--- src/rtl/kht_pkg.sv ---
// Shared types, widths and codes for the key/handle registration table.
// No dependencies; used by kht_ctrl, kht_dp and the top module.
`default_nettype none

package kht_pkg;

    localparam int TABLE_DEPTH = 32;
    localparam int IDX_W       = $clog2(TABLE_DEPTH);
    localparam int LEN_W       = $clog2(TABLE_DEPTH + 1);

    localparam int KEY_W       = 32;
    localparam int HND_W       = 16;
    localparam int ENTRY_W     = KEY_W + HND_W;

    localparam int STATUS_W    = 2;
    localparam int SLOT_W      = 5;
    localparam int COUNT_W     = 6;

    localparam int S_TDATA_W   = 48;
    localparam int M_TDATA_W   = 24;
    localparam int M_PAD_W     = M_TDATA_W - STATUS_W - SLOT_W - 2 * COUNT_W;

    // request kinds (s_tuser)
    localparam logic FUNC_REG   = 1'b0;
    localparam logic FUNC_UNREG = 1'b1;

    // result status codes
    localparam logic [STATUS_W-1:0] ST_ADDED      = 2'd0;
    localparam logic [STATUS_W-1:0] ST_PRESENT    = 2'd1;
    localparam logic [STATUS_W-1:0] ST_FULL       = 2'd2;
    localparam logic [STATUS_W-1:0] ST_UNREG_DONE = 2'd3;

    typedef struct packed {
        logic load;     // capture the input beat, restart the scan
        logic scan;     // walk the used entries
        logic commit;   // apply the outcome and issue the result beat
    } kht_cmd_t;

    typedef struct packed {
        logic scan_done;
        logic out_free;
    } kht_sts_t;

endpackage

`default_nettype wire

--- src/rtl/kht_ram.sv ---
// Generic simple dual-port RAM: one write port, one read port, registered read.
// No dependencies.
`default_nettype none

module kht_ram #(
    parameter int WIDTH = 8,
    parameter int DEPTH = 32
) (
    input  wire logic                     clk,
    input  wire logic                     we,
    input  wire logic [$clog2(DEPTH)-1:0] waddr,
    input  wire logic [WIDTH-1:0]         wdata,
    input  wire logic [$clog2(DEPTH)-1:0] raddr,
    output logic      [WIDTH-1:0]         rdata
);

    logic [WIDTH-1:0] mem [DEPTH];

    always_ff @(posedge clk) begin
        if (we) begin
            mem[waddr] <= wdata;
        end
        rdata <= mem[raddr];
    end

endmodule

`default_nettype wire

--- src/rtl/kht_ctrl.sv ---
// Controller FSM: accept a request, run the entry scan, then commit the result.
// Depends on kht_pkg.
`default_nettype none

module kht_ctrl (
    input  wire logic              clk,
    input  wire logic              rstn,
    input  wire logic              in_valid,
    output logic                   in_ready,
    input  wire kht_pkg::kht_sts_t sts,
    output kht_pkg::kht_cmd_t      cmd
);

    localparam logic [1:0] S_IDLE = 2'd0;
    localparam logic [1:0] S_SCAN = 2'd1;
    localparam logic [1:0] S_DONE = 2'd2;

    logic [1:0] state_reg, state_next;

    always_comb begin
        state_next = state_reg;
        in_ready   = 1'b0;
        cmd        = '0;
        case (state_reg)
            S_IDLE: begin
                in_ready = 1'b1;
                if (in_valid) begin
                    cmd.load   = 1'b1;
                    state_next = S_SCAN;
                end
            end
            S_SCAN: begin
                cmd.scan = 1'b1;
                if (sts.scan_done) begin
                    state_next = S_DONE;
                end
            end
            S_DONE: begin
                // hold until the result register can take a new beat
                if (sts.out_free) begin
                    cmd.commit = 1'b1;
                    state_next = S_IDLE;
                end
            end
            default: begin
                state_next = S_IDLE;
            end
        endcase
    end

    always_ff @(posedge clk) begin
        if (!rstn) begin
            state_reg <= S_IDLE;
        end else begin
            state_reg <= state_next;
        end
    end

endmodule

`default_nettype wire

--- src/rtl/kht_dp.sv ---
// Datapath: entry RAM, valid bits, used length, scan pipeline and result register.
// Depends on kht_pkg and kht_ram.
`default_nettype none

module kht_dp (
    input  wire logic                            clk,
    input  wire logic                            rstn,
    input  wire kht_pkg::kht_cmd_t               cmd,
    output kht_pkg::kht_sts_t                    sts,
    input  wire logic                            in_func,
    input  wire logic [kht_pkg::KEY_W-1:0]       in_key,
    input  wire logic [kht_pkg::HND_W-1:0]       in_handle,
    output logic                                 out_valid,
    input  wire logic                            out_ready,
    output logic      [kht_pkg::M_TDATA_W-1:0]   out_data
);

    localparam int IDX_W = kht_pkg::IDX_W;
    localparam int LEN_W = kht_pkg::LEN_W;

    // captured request
    logic                        func_reg;
    logic [kht_pkg::KEY_W-1:0]   key_reg;
    logic [kht_pkg::HND_W-1:0]   hnd_reg;

    logic [LEN_W-1:0]            len_reg, len_next;
    logic [kht_pkg::TABLE_DEPTH-1:0] vld_reg;

    // scan pipeline: address issue, then data in the cycle after
    logic [LEN_W-1:0]            rd_idx_reg;
    logic                        pend_reg;
    logic [IDX_W-1:0]            pidx_reg;
    logic                        pval_reg;

    // scan results
    logic                        found_reg;
    logic                        zfound_reg;
    logic [IDX_W-1:0]            zidx_reg;
    logic [LEN_W-1:0]            rem_reg;
    logic [LEN_W-1:0]            newlen_reg;

    // result beat
    logic                        ovld_reg;
    logic [kht_pkg::STATUS_W-1:0] ost_reg, ost_next;
    logic [kht_pkg::SLOT_W-1:0]  oslot_reg, oslot_next;
    logic [kht_pkg::COUNT_W-1:0] orem_reg, orem_next;

    logic                        issue;
    logic [kht_pkg::ENTRY_W-1:0] rdata;
    logic [kht_pkg::KEY_W-1:0]   key_rd;
    logic [kht_pkg::HND_W-1:0]   hdl_rd;
    logic                        key_hit, clr_hit, keep_nz;
    logic                        add_en;
    logic [IDX_W-1:0]            add_slot;
    logic                        we;
    logic [IDX_W-1:0]            waddr;
    logic [kht_pkg::ENTRY_W-1:0] wdata;

    assign issue  = cmd.scan && (rd_idx_reg < len_reg);
    assign key_rd = rdata[kht_pkg::KEY_W-1:0];
    // an entry never written reads as an empty handle
    assign hdl_rd = pval_reg ? rdata[kht_pkg::ENTRY_W-1:kht_pkg::KEY_W] : '0;

    assign key_hit = pend_reg && (func_reg == kht_pkg::FUNC_REG) && (key_rd == key_reg);
    assign clr_hit = pend_reg && (func_reg == kht_pkg::FUNC_UNREG) && (hnd_reg != '0)
                     && (hdl_rd == hnd_reg);
    assign keep_nz = (hdl_rd != '0) && !clr_hit;

    assign sts.scan_done = (rd_idx_reg == len_reg) && !pend_reg;
    assign sts.out_free  = !ovld_reg || out_ready;

    always_comb begin
        add_en     = 1'b0;
        add_slot   = '0;
        len_next   = len_reg;
        ost_next   = kht_pkg::ST_FULL;
        oslot_next = '0;
        orem_next  = '0;
        if (func_reg == kht_pkg::FUNC_UNREG) begin
            ost_next  = kht_pkg::ST_UNREG_DONE;
            orem_next = kht_pkg::COUNT_W'(rem_reg);
            len_next  = newlen_reg;
        end else if (found_reg) begin
            ost_next = kht_pkg::ST_PRESENT;
        end else if (len_reg < LEN_W'(kht_pkg::TABLE_DEPTH)) begin
            add_en   = 1'b1;
            add_slot = len_reg[IDX_W-1:0];
            len_next = len_reg + LEN_W'(1);
        end else if (zfound_reg) begin
            // full table: reuse the lowest empty entry
            add_en   = 1'b1;
            add_slot = zidx_reg;
        end
        if (add_en) begin
            ost_next   = kht_pkg::ST_ADDED;
            oslot_next = kht_pkg::SLOT_W'(add_slot);
        end
    end

    // clears during the scan write back the key just read
    assign we    = clr_hit || (cmd.commit && add_en);
    assign waddr = cmd.commit ? add_slot : pidx_reg;
    assign wdata = cmd.commit ? {hnd_reg, key_reg} : {{kht_pkg::HND_W{1'b0}}, key_rd};

    kht_ram #(
        .WIDTH (kht_pkg::ENTRY_W),
        .DEPTH (kht_pkg::TABLE_DEPTH)
    ) u_ram (
        .clk   (clk),
        .we    (we),
        .waddr (waddr),
        .wdata (wdata),
        .raddr (rd_idx_reg[IDX_W-1:0]),
        .rdata (rdata)
    );

    always_ff @(posedge clk) begin
        if (cmd.load) begin
            func_reg <= in_func;
            key_reg  <= in_key;
            hnd_reg  <= in_handle;
        end
        pidx_reg <= rd_idx_reg[IDX_W-1:0];
        pval_reg <= vld_reg[rd_idx_reg[IDX_W-1:0]];
        if (cmd.commit) begin
            ost_reg   <= ost_next;
            oslot_reg <= oslot_next;
            orem_reg  <= orem_next;
        end
    end

    always_ff @(posedge clk) begin
        if (!rstn) begin
            len_reg    <= '0;
            vld_reg    <= '0;
            rd_idx_reg <= '0;
            pend_reg   <= 1'b0;
            found_reg  <= 1'b0;
            zfound_reg <= 1'b0;
            zidx_reg   <= '0;
            rem_reg    <= '0;
            newlen_reg <= '0;
            ovld_reg   <= 1'b0;
        end else begin
            pend_reg <= issue;
            if (issue) begin
                rd_idx_reg <= rd_idx_reg + LEN_W'(1);
            end
            if (key_hit) begin
                found_reg <= 1'b1;
            end
            if (clr_hit) begin
                rem_reg <= rem_reg + LEN_W'(1);
            end
            if (pend_reg && (hdl_rd == '0) && !zfound_reg) begin
                zfound_reg <= 1'b1;
                zidx_reg   <= pidx_reg;
            end
            // ascending scan: the last surviving entry sets the trimmed length
            if (pend_reg && keep_nz) begin
                newlen_reg <= LEN_W'(pidx_reg) + LEN_W'(1);
            end
            if (cmd.load) begin
                rd_idx_reg <= '0;
                found_reg  <= 1'b0;
                zfound_reg <= 1'b0;
                rem_reg    <= '0;
                newlen_reg <= '0;
            end
            if (cmd.commit) begin
                len_reg  <= len_next;
                ovld_reg <= 1'b1;
                if (add_en) begin
                    vld_reg[add_slot] <= 1'b1;
                end
            end else if (out_ready) begin
                ovld_reg <= 1'b0;
            end
        end
    end

    assign out_valid = ovld_reg;
    assign out_data  = {{kht_pkg::M_PAD_W{1'b0}}, kht_pkg::COUNT_W'(len_reg), orem_reg,
                        oslot_reg, ost_reg};

endmodule

`default_nettype wire

--- src/rtl/key_handle_registration_table.sv ---
// Key/handle registration table: 32 entries of 32-bit key and 16-bit handle with a used
// length; register appends a new key or reuses an empty entry when full, unregister clears
// a handle everywhere and trims trailing empty entries. One request is handled at a time.
// After the input beat is taken, the scan walks the used entries through the single
// registered read port of the entry RAM, one entry per cycle; then the last read drains
// and the result commits. The next input beat can be taken after the commit. The commit
// also waits while the previous result beat is still held by m_tready. A new request is
// taken while that beat waits.
// No clearing pass after reset: entry handles carry valid bits cleared by reset.
// Depends on kht_pkg, kht_ctrl, kht_dp and kht_ram.
`default_nettype none

module key_handle_registration_table (
    input  wire logic                            aclk,
    input  wire logic                            aresetn,
    input  wire logic                            s_tvalid,
    output logic                                 s_tready,
    input  wire logic [kht_pkg::S_TDATA_W-1:0]   s_tdata,   // key[31:0], handle[47:32]
    input  wire logic                            s_tuser,   // func
    output logic                                 m_tvalid,
    input  wire logic                            m_tready,
    output logic      [kht_pkg::M_TDATA_W-1:0]   m_tdata    // status[1:0], slot[6:2],
                                                            // removed_count[12:7],
                                                            // used_length[18:13], zero pad
);

    kht_pkg::kht_cmd_t cmd;
    kht_pkg::kht_sts_t sts;

    kht_ctrl u_ctrl (
        .clk      (aclk),
        .rstn     (aresetn),
        .in_valid (s_tvalid),
        .in_ready (s_tready),
        .sts      (sts),
        .cmd      (cmd)
    );

    kht_dp u_dp (
        .clk       (aclk),
        .rstn      (aresetn),
        .cmd       (cmd),
        .sts       (sts),
        .in_func   (s_tuser),
        .in_key    (s_tdata[kht_pkg::KEY_W-1:0]),
        .in_handle (s_tdata[kht_pkg::ENTRY_W-1:kht_pkg::KEY_W]),
        .out_valid (m_tvalid),
        .out_ready (m_tready),
        .out_data  (m_tdata)
    );

    // one request in flight: no second beat right after an accepted one
    a_one_at_a_time: assert property (@(posedge aclk) disable iff (!aresetn)
        (s_tvalid && s_tready) |=> !s_tready)
        else $error("input accepted while a request is in progress");

    a_len_bound: assert property (@(posedge aclk) disable iff (!aresetn)
        m_tvalid |-> (m_tdata[18:13] <= 6'(kht_pkg::TABLE_DEPTH)))
        else $error("used length beyond table depth");

    a_add_len: assert property (@(posedge aclk) disable iff (!aresetn)
        (m_tvalid && (m_tdata[1:0] == kht_pkg::ST_ADDED)) |->
            ((m_tdata[18:13] != 6'd0) && (m_tdata[12:7] == 6'd0)))
        else $error("add result with empty table or nonzero removed count");

    a_slot_zero: assert property (@(posedge aclk) disable iff (!aresetn)
        (m_tvalid && (m_tdata[1:0] != kht_pkg::ST_ADDED)) |-> (m_tdata[6:2] == 5'd0))
        else $error("slot set on a result that wrote no entry");

endmodule

`default_nettype wire

--- config.mk ---
export PLATFORM = sky130hd
export DESIGN_NAME = key_handle_registration_table
export DESIGN_NICKNAME = d
export VERILOG_FILES = /design/src/rtl/kht_pkg.sv /design/src/rtl/kht_ram.sv /design/src/rtl/kht_ctrl.sv /design/src/rtl/kht_dp.sv /design/src/rtl/key_handle_registration_table.sv
export SDC_FILE = /design/constraint.sdc
export NUM_CORES = 2
export LEC_CHECK = 0
export BUFFER_PORTS_ARGS = -buffer_cell sky130_fd_sc_hd__buf_2
export CORE_MARGIN = 1.5
export CORE_UTILIZATION = 55
export CTS_BUF_LIST = sky130_fd_sc_hd__clkbuf_4 sky130_fd_sc_hd__clkbuf_8
export DETAILED_ROUTE_END_ITERATION = 10
export GPL_ROUTABILITY_DRIVEN = 0
export PLACE_DENSITY = 0.76
export SLEW_MARGIN = 0
export SYNTH_ARGS = -nofsm -noshare
export SYNTH_HDL_FRONTEND = slang
export SYNTH_SLANG_ARGS = --single-unit
--- constraint.sdc ---
create_clock -name aclk -period 4.64 [get_ports aclk]
set_input_delay 0 -clock aclk [delete_from_list [all_inputs] [get_ports aclk]]
set_output_delay 0 -clock aclk [all_outputs]
set_load 0.01 [all_outputs]
==> impl_metrics.py <==
metrics = {
    "final_layout": {
        "fill_cells": 7466,
        "drive_gt1_share_pct": 33.6,
        "largest_register_ffs": 1536,
        "largestRegisters": "u_dp.u_ram.mem: 1536 flops, u_dp.u_ram.rdata: 48 flops",
        "layout_common_cells": "edfxtp_1 (1598), mux4_2 (490), clkbuf_8 (305), nand2_1 (125), dfxtp_1 (116)",
        "final_common_cell": "edfxtp_1",
        "top_register": "u_dp.u_ram.mem",
        "fin_nets": 3451,
        "finalInstanceArea_mm2": 0.0753,
        "area_growth_pct": 14.5,
    },
    "synthesis": {
        "yosys_warnings": 0,
        "synthTopCellsByArea": "edfxtp_1 (73%), mux4_2 (17%), dfxtp_1 (3.7%)",
        "dominantRegCellSynth": "edfxtp_1",
        "ys_seq_area_share_pct": 76.7,
        "synth_edf_count": 1598,
        "synth_top_area_cell": "edfxtp_1",
        "netlist_area_mm2": 0.0658,
        "synth_top_area_share_pct": 73.0,
        "synth_compound_area_share_pct": 0.854,
        "synth_fa_ha_area_share_pct": 0.190,
        "synthArstFlopShare_pct": 0,
        "ys_types": 52,
        "synth.avg_cell_area_um2": 22.2,
        "synth_xor_area_share_pct": 0.613,
        "synth_top_family_by_area": "multiplexers",
        "synth-simple-area-share_pct": 2.62,
        "syn_inst": 2966,
        "ys_ff_latch": 1719,
        "muxShareOfSynthArea_pct": 17.9,
    },
    "timing": {
        "tns_ps": 0,
        "rsz0062_at_grt": "no",
        "whs_ps": 199,
        "max_clock_freq_mhz": 260,
        "fin_skew_ps": 74.8,
        "tightest_slew_ps": 1490,
        "setup_viol_count_final": 0,
        "hold_violations": 0,
        "slew_violations": 0,
        "period_needed_ps": 3850,
        "relSlewSlack_pct": 0.662,
        "fin_crit_sh_pct": 83.0,
    },
    "place": {
        "dpl_cell_area_mm2": 0.0688,
        "dpl.hpwl_mm": 88.4,
        "numPortBuffers": 73,
    },
    "job": {
        "maxCapViolCount": 0,
    },
    "route": {
        "wl_mm": 155,
        "post-route-drc-count": 0,
        "drt_iter0_drc": 4685,
        "ant_nets": 0,
        "viasPerCell": 6.40,
        "firstDrtPassIters": 5,
        "vias": 32800,
        "drt-wirelength-per-cell_um": 30.3,
    },
    "power": {
        "p_per_area_mw_per_mm2": 407,
        "p_total_uw": 30700,
        "vdd_drop_max_uv": 310,
        "leakagePower_uw": 0.0235,
    },
    "clock_tree": {
        "cts_tree": "yes",
        "post_cts_buffers": 0,
        "clock-sinks": 1719,
        "h-tree-depth": 5,
        "root_buffer": "clkbuf_8",
        "clkLatencyLatePin_ps": 960,
        "numCtsBuffers": 286,
        "clkTransAtPathRegs_ps": 60,
        "clockBufferDepth": 4,
    },
    "worst_hold_path": {
        "hold_class": "primary input to flip-flop",
    },
    "critical_path": {
        "cp_data_arrival_time_ps": 4380,
        "worstPathMaxFanout": 30,
        "cp.required_ps": 5170,
        "critPathLaunchType": "flip-flop",
        "critPathKind": "flip-flop to flip-flop",
        "worstSetupEndpointType": "flip-flop",
    },
    "floorplanning": {
        "die_w_um": 349,
        "row_count": 126,
        "dieHeight_um": 349,
        "io-pin-count": 79,
        "core_mm2": 0.118,
        "dieArea_mm2": 0.122,
        "initial_core_util_pct": 55.6,
    },
    "grt": {
        "antenna_found_initial": 5,
        "grt_pass1_vias": 33700,
        "grt_pass1_wl_mm": 225,
        "track_usage_pct": 25.9,
        "grt.overflow.total": 0,
        "grt_max_degree": 66,
    },
    "run_status": {
        "status": "complete, no violations",
    },
}
-- power by group --
part           internal [uW]  switching [uW]
logic                    246             504
registers              17000            69.4
clock network           7110            5680
total                  24400            6260
-- cells in the mapped netlist, types with 10 or more instances --
| master | count |
|---|---|
| edfxtp_1 | 1598 |
| mux4_2 | 490 |
| nor2_1 | 126 |
| nand2_1 | 125 |
| dfxtp_1 | 121 |
| clkbuf_1 | 72 |
| mux2_2 | 49 |
| nand3_1 | 34 |
| buf_1 | 29 |
| and2_1 | 26 |
| buf_2 | 26 |
| xor2_1 | 26 |
| inv_1 | 21 |
| buf_4 | 20 |
| o21a_1 | 20 |
| xnor2_1 | 20 |
| a21oi_1 | 19 |
| mux2i_1 | 17 |
| nor4_1 | 15 |
| nand4_1 | 13 |
| ha_1 | 10 |
-- final cells by class --
cell class / count / area (um^2) / area share [%]
antenna: 1 / 2.50 / 0.00332
clock buffer: 397 / 4890 / 6.49
clock inverter: 90 / 557 / 0.740
inverter: 22 / 82.6 / 0.110
multi-input combinational: 1079 / 14800 / 19.7
sequential: 1719 / 50400 / 67.0
tap: 1536 / 1920 / 2.55
timing repair buffer: 280 / 2550 / 3.39
-- layer usage --
| layer | vias up | wire (um) | GRT usage, % |
|---|---|---|---|
| met5 | - | 0 | 0 |
| met4 | 0 | 3880 | 8.53 |
| met3 | 261 | 16400 | 5.38 |
| met2 | 2208 | 76100 | 41.3 |
| met1 | 17100 | 58700 | 36.3 |
| li1 | 13200 | - | - |
-- what timing repair did --
action	in CTS	in global routing
resized for setup	0	0
endpoints found under the hold margin	103	0
hold buffers	103	0
-- through the flow --
stage / setup slack, ps / instances / util (%)
floorplan: 414 / 2970 / -
global placement: 942 / 4533 / 58.2
detailed placement: 921 / 4533 / 58.2
CTS: 874 / 5123 / 63.7
global route: 739 / 5124 / 63.7
finish: 789 / 5124 / 63.7
-- worst paths after layout --
check / cells after the start / slack [ps] / startpoint / end
max: 8 / 790 / u_dp.pval_reg$_DFF_P_ / u_dp.u_ram.mem[28][19]$_DFFE_PP_
max reg2reg: 8 / 790 / u_dp.pval_reg$_DFF_P_ / u_dp.u_ram.mem[28][19]$_DFFE_PP_
min reg2reg: 2 / 470 / u_dp.vld_reg[22]$_SDFFE_PN0P_ / u_dp.vld_reg[22]$_SDFFE_PN0P_
min: 3 / 200 / aresetn / u_dp.vld_reg[15]$_SDFFE_PN0P_
-- kinds of logic (layout without fill, tap and decap cells) --
family                   after synthesis  in the layout
AO/OA/AOI/OAI                         84             84
XOR/XNOR                              46             46
adder cells (fa/ha/maj)               10             10
buffers and inverters                172            789
flip-flops                          1719           1719
multiplexers                         556            556
other                                  1              6
AND/OR/NAND/NOR                      378            378
-- critical path: stages (launching register included) --
cell,delay (ps)
dfxtp_1,710
nand2_1,120
a222oi_1,380
nand2_1,120
nor4_2,460
and2_1,380
o211ai_2,480
nor2_4,250
buf_4,450
(Power assumes the default switching activity.)
